===== src/hdl/xed_pkg.sv =====
// ----------------------------------------------------------------------------
// xed_pkg
// types, entity tables and sizes shared by the xml entity decoder
// ----------------------------------------------------------------------------
`timescale 1ns / 1ps

package xed_pkg;

    localparam int ENT_NUM     = 5;
    localparam int ENT_MAX_LEN = 6;
    localparam int PEND_DEPTH  = 5;
    localparam int OUT_DEPTH   = PEND_DEPTH + 1;
    localparam int COUNT_W     = $clog2(OUT_DEPTH + 1);
    localparam int PEND_IDX_W  = $clog2(PEND_DEPTH);

    localparam logic [7:0] AMP_CHAR = 8'h26;

    typedef logic [COUNT_W-1:0]          count_t;
    typedef logic [PEND_IDX_W-1:0]       pend_idx_t;
    typedef logic [PEND_DEPTH-1:0][7:0]  pend_list_t;
    typedef logic [OUT_DEPTH-1:0][7:0]   emit_list_t;

    typedef struct packed {
        logic [7:0] text_byte;
        logic       end_of_text;
    } text_word_t;

    typedef struct packed {
        logic [7:0] plain_byte;
        logic       final_byte;
    } plain_word_t;

    // what one accepted byte does to the output list and the pending prefix
    typedef struct packed {
        emit_list_t emit_bytes;
        count_t     emit_count;
        logic       emit_final;
        count_t     pend_count;
        logic       pend_write;
        pend_idx_t  pend_index;
    } step_t;

    // &quot; &amp; &lt; &gt; &apos;, zero padded
    localparam logic [7:0] ENT_TEXT [ENT_NUM][ENT_MAX_LEN] = '{
        '{8'h26, 8'h71, 8'h75, 8'h6F, 8'h74, 8'h3B},
        '{8'h26, 8'h61, 8'h6D, 8'h70, 8'h3B, 8'h00},
        '{8'h26, 8'h6C, 8'h74, 8'h3B, 8'h00, 8'h00},
        '{8'h26, 8'h67, 8'h74, 8'h3B, 8'h00, 8'h00},
        '{8'h26, 8'h61, 8'h70, 8'h6F, 8'h73, 8'h3B}
    };

    localparam count_t ENT_LEN [ENT_NUM] = '{
        count_t'(6), count_t'(5), count_t'(4), count_t'(4), count_t'(6)
    };

    localparam logic [7:0] ENT_CHAR [ENT_NUM] = '{
        8'h22, 8'h26, 8'h3C, 8'h3E, 8'h27
    };

endpackage


===== src/hdl/xed_match.sv =====
// ----------------------------------------------------------------------------
// xed_match
// compares pending prefix plus new byte against the entity table and builds
// the list of bytes to emit and the next pending state
// ----------------------------------------------------------------------------
`timescale 1ns / 1ps

module xed_match
(
    input  xed_pkg::text_word_t word,
    input  xed_pkg::pend_list_t pend_bytes,
    input  xed_pkg::count_t     pend_count,
    output xed_pkg::step_t      step
);

    xed_pkg::emit_list_t cand;
    xed_pkg::count_t     cnt;
    xed_pkg::count_t     n;
    logic [xed_pkg::ENT_NUM-1:0] prefix_hit;
    logic [xed_pkg::ENT_NUM-1:0] full_hit;
    logic [7:0]          full_char;
    logic                any_prefix;
    logic                any_full;
    logic                hit;

    function automatic xed_pkg::pend_idx_t pend_idx_t_cast(input xed_pkg::count_t c);
        return c[xed_pkg::PEND_IDX_W-1:0];
    endfunction

    always_comb
    begin
        // out-of-range count is taken as a full buffer
        if (pend_count > xed_pkg::count_t'(xed_pkg::PEND_DEPTH))
        begin
            cnt = xed_pkg::count_t'(xed_pkg::PEND_DEPTH);
        end
        else
        begin
            cnt = pend_count;
        end
        n = cnt + xed_pkg::count_t'(1);

        for (int i = 0; i < xed_pkg::OUT_DEPTH; i++)
        begin
            cand[i] = word.text_byte;
        end
        for (int i = 0; i < xed_pkg::PEND_DEPTH; i++)
        begin
            if (xed_pkg::count_t'(i) < cnt)
            begin
                cand[i] = pend_bytes[i];
            end
        end

        full_char = '0;
        for (int k = 0; k < xed_pkg::ENT_NUM; k++)
        begin
            hit = 1'b1;
            for (int i = 0; i < xed_pkg::ENT_MAX_LEN; i++)
            begin
                if (xed_pkg::count_t'(i) < n && cand[i] != xed_pkg::ENT_TEXT[k][i])
                begin
                    hit = 1'b0;
                end
            end
            prefix_hit[k] = hit && (n <= xed_pkg::ENT_LEN[k]);
            full_hit[k]   = prefix_hit[k] && (n == xed_pkg::ENT_LEN[k]);
            if (full_hit[k])
            begin
                full_char = full_char | xed_pkg::ENT_CHAR[k];
            end
        end
        any_prefix = |prefix_hit;
        any_full   = |full_hit;

        step.emit_bytes = cand;
        step.emit_count = '0;
        step.emit_final = word.end_of_text;
        step.pend_count = '0;
        step.pend_write = 1'b0;
        step.pend_index = pend_idx_t_cast(cnt);

        if (any_full)
        begin
            step.emit_bytes[0] = full_char;
            step.emit_count    = xed_pkg::count_t'(1);
        end
        else if (any_prefix)
        begin
            if (word.end_of_text)
            begin
                step.emit_count = n;
            end
            else
            begin
                step.pend_count = n;
                step.pend_write = 1'b1;
            end
        end
        else
        begin
            // flush held bytes; a fresh '&' opens a new prefix
            if (word.text_byte == xed_pkg::AMP_CHAR && !word.end_of_text)
            begin
                step.emit_count = cnt;
                step.pend_count = xed_pkg::count_t'(1);
                step.pend_write = 1'b1;
                step.pend_index = '0;
            end
            else
            begin
                step.emit_count = n;
            end
        end
    end

endmodule


===== src/hdl/xml_entity_decoder.sv =====
// ----------------------------------------------------------------------------
// xml_entity_decoder
// streaming decoder for the five predefined xml entities
// ----------------------------------------------------------------------------
// One text word is taken per cycle while text_ready is high, and its decoded
// bytes appear on the plain channel from the next cycle on, one byte per cycle
// while plain_ready is high. A word that yields at most one byte is followed
// by the next word in the very next cycle as long as the plain side keeps
// taking bytes. A word that flushes a held prefix yields up to six bytes, and
// the text side is held until the last of them leaves: the output list
// register drains through a single byte port. A partial entity is held
// internally and produces no byte until it completes, breaks, or the text ends.
`timescale 1ns / 1ps

module xml_entity_decoder
(
    input  logic                 clk,
    input  logic                 rst_n,
    input  logic                 text_valid,
    output logic                 text_ready,
    input  xed_pkg::text_word_t  text,
    output logic                 plain_valid,
    input  logic                 plain_ready,
    output xed_pkg::plain_word_t plain
);

    xed_pkg::pend_list_t pend_bytes_reg, pend_bytes_next;
    xed_pkg::count_t     pend_count_reg, pend_count_next;
    xed_pkg::emit_list_t out_bytes_reg,  out_bytes_next;
    xed_pkg::count_t     out_count_reg,  out_count_next;
    logic                out_final_reg,  out_final_next;

    xed_pkg::step_t      step;
    logic                text_accept;
    logic                plain_accept;

    xed_match u_match
    (
        .word       (text),
        .pend_bytes (pend_bytes_reg),
        .pend_count (pend_count_reg),
        .step       (step)
    );

    // take a new word once the list is empty or its last byte leaves now
    assign text_ready   = (out_count_reg == '0) ||
                          (out_count_reg == xed_pkg::count_t'(1) && plain_ready);
    assign text_accept  = text_valid && text_ready;
    assign plain_valid  = (out_count_reg != '0);
    assign plain_accept = plain_valid && plain_ready;

    assign plain.plain_byte = out_bytes_reg[0];
    assign plain.final_byte = out_final_reg && (out_count_reg == xed_pkg::count_t'(1));

    always_comb
    begin
        out_bytes_next  = out_bytes_reg;
        out_count_next  = out_count_reg;
        out_final_next  = out_final_reg;
        pend_bytes_next = pend_bytes_reg;
        pend_count_next = pend_count_reg;

        if (plain_accept)
        begin
            for (int i = 0; i < xed_pkg::OUT_DEPTH - 1; i++)
            begin
                out_bytes_next[i] = out_bytes_reg[i+1];
            end
            out_count_next = out_count_reg - xed_pkg::count_t'(1);
        end

        if (text_accept)
        begin
            out_bytes_next  = step.emit_bytes;
            out_count_next  = step.emit_count;
            out_final_next  = step.emit_final;
            pend_count_next = step.pend_count;
            if (step.pend_write)
            begin
                pend_bytes_next[step.pend_index] = text.text_byte;
            end
        end
    end

    always_ff @(posedge clk or negedge rst_n)
    begin
        if (!rst_n)
        begin
            pend_count_reg <= '0;
            out_count_reg  <= '0;
            out_final_reg  <= 1'b0;
        end
        else
        begin
            pend_count_reg <= pend_count_next;
            out_count_reg  <= out_count_next;
            out_final_reg  <= out_final_next;
        end
    end

    always_ff @(posedge clk)
    begin
        pend_bytes_reg <= pend_bytes_next;
        out_bytes_reg  <= out_bytes_next;
    end

endmodule


===== config.mk =====
export PLATFORM = sky130hd
export DESIGN_NAME = xml_entity_decoder
export DESIGN_NICKNAME = d
export VERILOG_FILES = /design/src/hdl/xed_pkg.sv /design/src/hdl/xed_match.sv /design/src/hdl/xml_entity_decoder.sv
export SDC_FILE = /design/constraint.sdc
export NUM_CORES = 1
export LEC_CHECK = 0
export ABC_AREA = 1
export CORE_MARGIN = 2
export CORE_UTILIZATION = 60
export CTS_CLUSTER_DIAMETER = 100
export CTS_CLUSTER_SIZE = 24
export DETAILED_ROUTE_END_ITERATION = 7
export DONT_BUFFER_PORTS = 1
export PLACE_DENSITY = 0.76
export SETUP_SLACK_MARGIN = 0.02
export SYNTH_ARGS = -nofsm -noshare
export SYNTH_HDL_FRONTEND = slang
export SYNTH_SLANG_ARGS = --single-unit

===== constraint.sdc =====
create_clock -name clk -period 10.76 [get_ports clk]
set_clock_uncertainty 0.2 [all_clocks]
set_input_delay 2.152 -clock clk [delete_from_list [all_inputs] [get_ports clk]]
set_output_delay 2.152 -clock clk [all_outputs]
set_load 0.05 [all_outputs]

-- After elaboration in Yosys (flattened, before gate mapping)
Index checks and enable logic that the tools add are counted.
Widths: inputs -> output; s select.
- muxes and demuxes: 53
- magnitude comparators: 17
- equality and inequality tests: 21
- reductions and logical operators: 44
- add/subtract/negate cells: 2
- operator list (cell ; count):
    $ne 8x7->1 const B ; 12
    $mux 40 ; 2
    $mux 8 ; 7
    $bwmux 40 ; 1
    $logic_and 1x1->1 ; 34
    $ne 8x6->1 const B ; 4
    $mux 6 ; 5
    $mux 1 ; 25
    $demux 8 s3 ; 1
    $mux 3 ; 8
    $reduce_bool 8->1 ; 2
    $lt 1x3->1 const A ; 4
    $lt 2x3->1 const A ; 4
    $reduce_or 5->1 ; 2
    $eq 3x3->1 const B ; 3
    $le 3x3->1 const B ; 3
    $lt 3x3->1 const A ; 3
    $eq 8x6->1 const B ; 1
    $mux 4 ; 2
    $mux 7 ; 1
    $mux 5 ; 1
    $lt 3x4->1 const B ; 1
    $add 3x1->3 const B ; 1
    $eq 3x1->1 const B ; 1
    9 further kinds ; 9
- output and inout port bits: 11
- bits of input ports: 13
- logic and storage cells: 151
- register bits: 95

-- Longest topological paths before layout
Gate-level depths: netlist of the first run.
- word-level depth: 21
- gate-level depth with buffers: 22
- gate-level depth less buffers: 20

-- Hierarchy
Synthesis of the first run repeated with hierarchy kept, for this count alone.
- cell total of the unflattened synthesis: 715
- area total of the unflattened synthesis: 5705.5 µm²
- modules (own cells, without submodules) (module ; cells each ; area an instance (µm²) ; instances ; seq. area each (µm²)):
    xml_entity_decoder ; 293 ; 3706.1 ; 1 ; 2817.7
    xed_match ; 422 ; 1999.4 ; 1 ; 0.0

-- Worst setup path before layout of the first run
Ideal clock, no wire load.
- kind: input -> output
- start point: input port plain_ready
- end point: output port text_ready
- buffers on the path: 0
- slack: 5079 ps
- required time: 8408 ps
- cell stages on the path: 2
- arrival time: 3329 ps
- cell sequence: inv_1 > o21ai_0
- word-level cells in the longest chain between the ends: 2
- RTL lines (what ; RTL line ; RTL):
    start: declaration ; xml_entity_decoder.sv:23 ; input logic plain_ready,
    $logic_and 1x1->1 ; xml_entity_decoder.sv:47 ; (out_count_reg == xed_pkg::count_t'(1) && plain_ready);
    $logic_or 1x1->1 ; xml_entity_decoder.sv:46 ; assign text_ready = (out_count_reg == '0) ||
    end: declaration ; xml_entity_decoder.sv:20 ; output logic text_ready,
No other way between the ends.

-- Final worst setup path of the first run
- start point: input port plain_ready
- end point: register pend_bytes_reg[37] (netlist bit) (enable)
- word-level cells in the longest chain between the ends: 4
- RTL lines (what ; RTL line ; RTL):
    $logic_and 1x1->1 ; xml_entity_decoder.sv:47 ;
    $logic_or 1x1->1 ; xml_entity_decoder.sv:46 ;
    via text_ready ; xml_entity_decoder.sv:20 ;
    $logic_and 1x1->1 ; xml_entity_decoder.sv:48 ; assign text_accept = text_valid && text_ready;
    $reduce_and 2->1 (no source line) ; - ;
    end signal: assignment ; xml_entity_decoder.sv:103 ; pend_bytes_reg <= pend_bytes_next;
    end: declaration ; xml_entity_decoder.sv:27 ; xed_pkg::pend_list_t pend_bytes_reg, pend_bytes_next;
The timed path passes the listed nets, and every way through them passes these cells.
A chain may end at the register's enable or synchronous reset.

==> out/results.txt, run 1 <==
Starting Density = 0.622
Crit path buf inv count = 2
CP Class = input port to flop
Critical path required time = 10,560 ps
Inserted Clock Buffers = 9
Vias per cell = 5.73
CP delay by family, top = simple AND/OR/NAND/NOR gates
P&R area growth vs syn = 3.37%
Startpoint types = input port
Slew headroom = 0.293
Initial antenna violation count = 0
Final GP Congestion = 0.949
CORE AREA = 8300 um2
Initial drt markers = 416
Post-CTS setup buffers = 0
Die width = 96.8 um
Largest net degree at the start of global routing = 68
Comb power frac = 0.403
Non-Filler Instances = 714
Htree depth = 3
P_leak = 2.31 nW
Cells after Synth = 618
Nets@finish = 623
Antenna Cells = 0
DP Area = 5150 um2
Crit-path cells = inv_1 > o21ai_1 > nand2_2 > nor2_1 > inv_1 > nor2_2 > nand2_1 > nand2_2 > nand2_1 > nor2_1
Clock share of power = 0.169
# IOs = 24
Clock Tree Buf Depth = 2
Switch share = 0.444
RSZ-0062 raised after global routing = no
IO buf count = 0
Via count = 4,091
CTS tree = yes
Die Y = 96.8 um
Run status = completed
Post-CTS resize count = 0
Peak VDD IR = 0.110 mV
Filler cell count = 684
Final Slew Violations = 0
Internal power = 0.767 mW
Final Hold Viols = 0
All-layer global routing usage = 0.275
Hold buffers post-CTS = 0
Worst min path class = flop to flop
Final design instance area without fill = 5340 um2
Vias in the first global route = 3,759
Drt pass-1 iters = 6
Num rows = 33
CP arrival = 5240 ps
Min cycle time layout = 5430 ps
Yosys warnings = 0
Routed len/inst = 17.5 um
Share of cells above drive strength 1 = 0.0673
DP HPWL = 9050 um
Post-layout util = 0.643
Placed cell count = 698
Final setup TNS = 0 ps
Clock root cell = clkbuf_8
Die area = 9370 um2
Synthesized Nets = 637
First-pass GRT wire length = 19,800 um
Clk pin slew, worst setup/hold paths = 100 ps
Clock Latency Late Sink = 370 ps
Distinct cell type count after synthesis = 30
Total Power = 1.38 mW
CTS Sinks = 95
Net Switching = 0.612 mW
Post-synthesis sequential area ratio = 0.545
Max-Cap Viols = 0
Max Clock Freq = 184 MHz
Synthesized area per cell = 8.36 um2
Post-route ant nets = 0
Max incr delay on CP = 890 ps
DR DRC count = 0
Slowest-stage cell, CP = nand2_2
Actual slew at the worst max-slew pin = 1060 ps
Synthesis-stage register bit count = 95
Period utilisation layout = 0.505
Synthesized cell area = 5170 um2
Crit. End Element = flop
Reg power frac = 0.428
Endpoints failing setup = 0
Grt ovf = 0
Post-Route WL = 12,500 um
Crit-path max FO = 67
PwrDens = 258 nW/um2
placed cells by master (no fill, tap or decap), drive strengths merged:
master	count
clkinv	1
a21oi	19
ha	6
o22ai	3
o21ai	56
nor2	74
clkinvlp	2
buf	2
nand4	8
inv	64
dfrtp	7
bufinv	1
clkbuf	11
nor3b	1
nand3	35
o21bai	2
nor3	7
edfxtp	88
or2	1
a31oi	4
nand2	215
nor4	2
cells in the mapped netlist:
| master | count | area (um2) |
|---|---|---|
| nand2_1 | 205 | 769 |
| edfxtp_1 | 88 | 2640 |
| nor2_1 | 70 | 263 |
| inv_1 | 59 | 221 |
| o21ai_0 | 39 | 195 |
| nand3_1 | 34 | 170 |
| a21oi_1 | 18 | 90.1 |
| o21ai_1 | 15 | 75.1 |
| buf_4 | 14 | 105 |
| clkbuf_1 | 9 | 33.8 |
| nand2_2 | 8 | 50.1 |
| nand4_1 | 8 | 50.1 |
| dfrtp_1 | 7 | 175 |
| ha_1 | 6 | 75.1 |
| nor3_1 | 6 | 30.0 |
| a31oi_1 | 4 | 25.0 |
| inv_2 | 4 | 15.0 |
| nor2_2 | 4 | 25.0 |
| buf_2 | 3 | 15.0 |
| o22ai_1 | 3 | 18.8 |
| nand2_4 | 2 | 22.5 |
| nor4_1 | 2 | 12.5 |
| o21ai_2 | 2 | 17.5 |
| o21bai_1 | 2 | 15.0 |
| a21oi_2 | 1 | 8.76 |
| buf_6 | 1 | 11.3 |
| nand3_2 | 1 | 10.0 |
| nor3_2 | 1 | 10.0 |
| nor3b_1 | 1 | 7.51 |
| or2_2 | 1 | 6.26 |
per-layer routing:
layer  part of all wire  GRT usage  vias up  wire length, um
li1                   -          -     1995                -
met1               0.44      0.392     1842             5500
met2               0.44      0.407      222             5450
met3              0.094     0.0643       32             1180
met4              0.028      0.118        0              346
met5                  0          0        -                0
logic make-up (layout without fill, tap and decap cells):
logic type,Yosys count,count (layout),synth area share
and+or+nand+nor,343,343,0.276
DFF,95,95,0.545
buffers and inverters,90,81,0.0777
AOI/OAI and AO/OA,84,84,0.0862
adders and majority gates,6,6,0.0145
power by group through the flow:
stage / combinational, mW / clock, mW / sequential, mW
2_1_floorplan: 0.496 / 0 / 0.533
3_3_place_gp: 0.536 / 0 / 0.596
3_5_place_dp: 0.539 / 0 / 0.599
4_1_cts: 0.542 / 0.235 / 0.591
5_1_grt: 0.623 / 0.251 / 0.598
6_report: 0.556 / 0.233 / 0.591
worst register-to-register path, stage by stage (launching register included):
cell     delay (ps)
dfrtp_1         910
nand2_1         150
nand2_1         400
ha_1            230
ha_1            280
inv_1           210
nand2_1         140
nand2_1         150
nand2_1          80
inv_1            60
nor2_1           40
nand2_1          80
a21oi_2          40
nand4_1         130
nand2_2         110
nor3_1          400
nand2_1         120
nand2_2         120
nand2_1         110
nor2_1          500
final cells by class:
type | count | area, um2 | share of cell area
timing repair buffer | 2 | 15.0 | 0.00281
inverter | 63 | 236 | 0.0443
tap | 105 | 131 | 0.0246
multi-input combinational | 433 | 1950 | 0.365
clock buffer | 11 | 131 | 0.0246
sequential | 95 | 2820 | 0.528
clock inverter | 5 | 58.8 | 0.0110
final timing paths:
path                                               start                            end  slack [ps]  depth (start not counted)
setup / recovery                             plain_ready   pend_bytes_reg[37]$_DFFE_PP_        5330                         10
hold / removal               out_bytes_reg[41]$_DFFE_PP_    out_bytes_reg[33]$_DFFE_PP_         320                          2
setup reg to reg           pend_count_reg[2]$_DFFE_PN0P_   pend_bytes_reg[37]$_DFFE_PP_        5940                         19
hold reg to reg              out_bytes_reg[41]$_DFFE_PP_    out_bytes_reg[33]$_DFFE_PP_         320                          2
max in group asynchronous                          rst_n  pend_count_reg[0]$_DFFE_PN0P_        9030                          0
min in group asynchronous                          rst_n   out_count_reg[2]$_DFFE_PN0P_        1260                          0
per-stage QoR:
step	setup WS [ps]	hold slack, ps
after detailed placement	4950	303
final	5330	319
after floorplan	5080	281
after global placement	5000	308
after CTS	5340	319
after global routing	5010	353
Note: power is estimated with default switching activity, not from simulation.
==> inputs of run 2 (changes only) <==
- clock period: 10.76 -> 5.3 ns (I/O delays scaled with it)
==> out/results.txt, run 2 (synthesis results as in run 1) <==
Largest net degree at the start of global routing = 65
Final Slew Violations = 0
Crit-path cells = inv_2 > nand2_1 > ha_1 > ha_1 > inv_1 > nand2_1 > nand2_1 > nand2_1 > inv_1 > nor2_1 > nand2_1 > a21oi_2 > nand4_1 > nand2_2 > nor3_1 > nand2_1 > nand2_2 > nand2_1 > nor2_1
Initial antenna violation count = 0
Peak VDD IR = 0.308 mV
Crit-path max FO = 12
Routed len/inst = 18.6 um
Clock root cell = clkbuf_8
IO buf count = 0
Final Hold Viols = 0
Actual slew at the worst max-slew pin = 907 ps
Max Clock Freq = 227 MHz
Max-Cap Viols = 0
CP Class = flop to flop
Clock Tree Buf Depth = 2
CP delay by family, top = simple AND/OR/NAND/NOR gates
Starting Density = 0.622
Commonest cells after routing, fill and taps aside = 204 x nand2_1, 88 x edfxtp_1, 70 x nor2_1
PwrDens = 532 nW/um2
Inserted Clock Buffers = 9
DP Area = 5180 um2
DR DRC count = 0
Clk pin slew, worst setup/hold paths = 90 ps
Initial drt markers = 349
Clock Latency Late Sink = 370 ps
Vias in the first global route = 3,918
Slowest-stage cell, CP = nor2_1
Share of cells above drive strength 1 = 0.0752
Antenna Cells = 0
Die area = 9370 um2
Period utilisation layout = 0.831
Post-CTS setup buffers = 0
Startpoint types = flop
Endpoints failing setup = 0
# IOs = 24
Drt pass-1 iters = 5
Post-CTS resize count = 0
Grt ovf = 0
Worst min path class = input port to asynchronous set/reset pin
Crit path top cell by count = nand2_1
Critical path required time = 5100 ps
Hold buffers post-CTS = 0
Die width = 96.8 um
Crit. End Element = flop
DP HPWL = 9770 um
First-pass GRT wire length = 21,000 um
Max incr delay on CP = 600 ps
Die Y = 96.8 um
Slew headroom = 0.393
Post-Route WL = 13,300 um
CTS tree = yes
Run status = completed
Via count = 4,148
P&R area growth vs syn = 4.48%
Total Power = 2.87 mW
Final GP Congestion = 0.997
Hold_ws = 177 ps
Htree depth = 3
Most common cell after layout, fill and taps aside = nand2_1
CP arrival = 4200 ps
RSZ-0062 raised after global routing = no
All-layer global routing usage = 0.292
Crit path buf inv count = 3
P_leak = 2.35 nW
Vias per cell = 5.79
Num rows = 33
CORE AREA = 8300 um2
Final design instance area without fill = 5400 um2
Post-route ant nets = 0
Nets@finish = 627
Final setup TNS = 0 ps
CTS Sinks = 95
Min cycle time layout = 4400 ps
run 2: cell types whose count changed in the layout (fill, tap and decap cells not counted):
cell and change:
buf_4 +4, clkbuf_1 -2, inv_8 +1, bufinv_16 +1, clkinvlp_4 -2, clkinv_4 +1
run 2: per-stage QoR:
stage | cells | setup WS, ps | util
after floorplan | 618 | 1280 | -
after global placement | 702 | 1110 | 0.624
after detailed placement | 702 | 1010 | 0.624
after CTS | 717 | 986 | 0.650
after global routing | 717 | 565 | 0.650
final | 717 | 898 | 0.650
run 2: path summary, 6_finish.rpt:
path / start / slack (ps) / cells past startpoint / end
worst max-delay path: pend_count_reg[0]$_DFFE_PN0P_ / 900 / 19 / pend_bytes_reg[31]$_DFFE_PP_
worst min-delay path: rst_n / 180 / 0 / out_count_reg[2]$_DFFE_PN0P_
worst max register to register: pend_count_reg[0]$_DFFE_PN0P_ / 900 / 19 / pend_bytes_reg[31]$_DFFE_PP_
worst min register to register: out_final_reg$_DFFE_PN0P_ / 330 / 2 / out_final_reg$_DFFE_PN0P_
max in group asynchronous: rst_n / 4650 / 0 / pend_count_reg[0]$_DFFE_PN0P_
min in group clk: out_final_reg$_DFFE_PN0P_ / 330 / 2 / out_final_reg$_DFFE_PN0P_
run 2: area by class of cell:
cell class / count / area, um2
fillers: 689 / 2900
inverters: 63 / 236
well taps: 105 / 131
flip-flops and latches: 95 / 2820
multi-input cells: 433 / 1950
clock buffers: 9 / 124
clock inverters: 6 / 93.8
repair buffers: 6 / 45.0
run 2: where the power goes:
part           internal [mW]  total [mW]  switching (mW)
Clock                  0.268       0.524           0.256
Sequential              1.03        1.18           0.152
Combinational          0.326        1.17           0.845
run 2: layer usage:
layer  global-route usage  up-vias  part of all wire
met5                    0        -                 0
met1                0.406     1896              0.43
met4               0.0975        0             0.029
met3               0.0737       35             0.096
met2                0.451      215              0.45
li1                     -     2002                 -
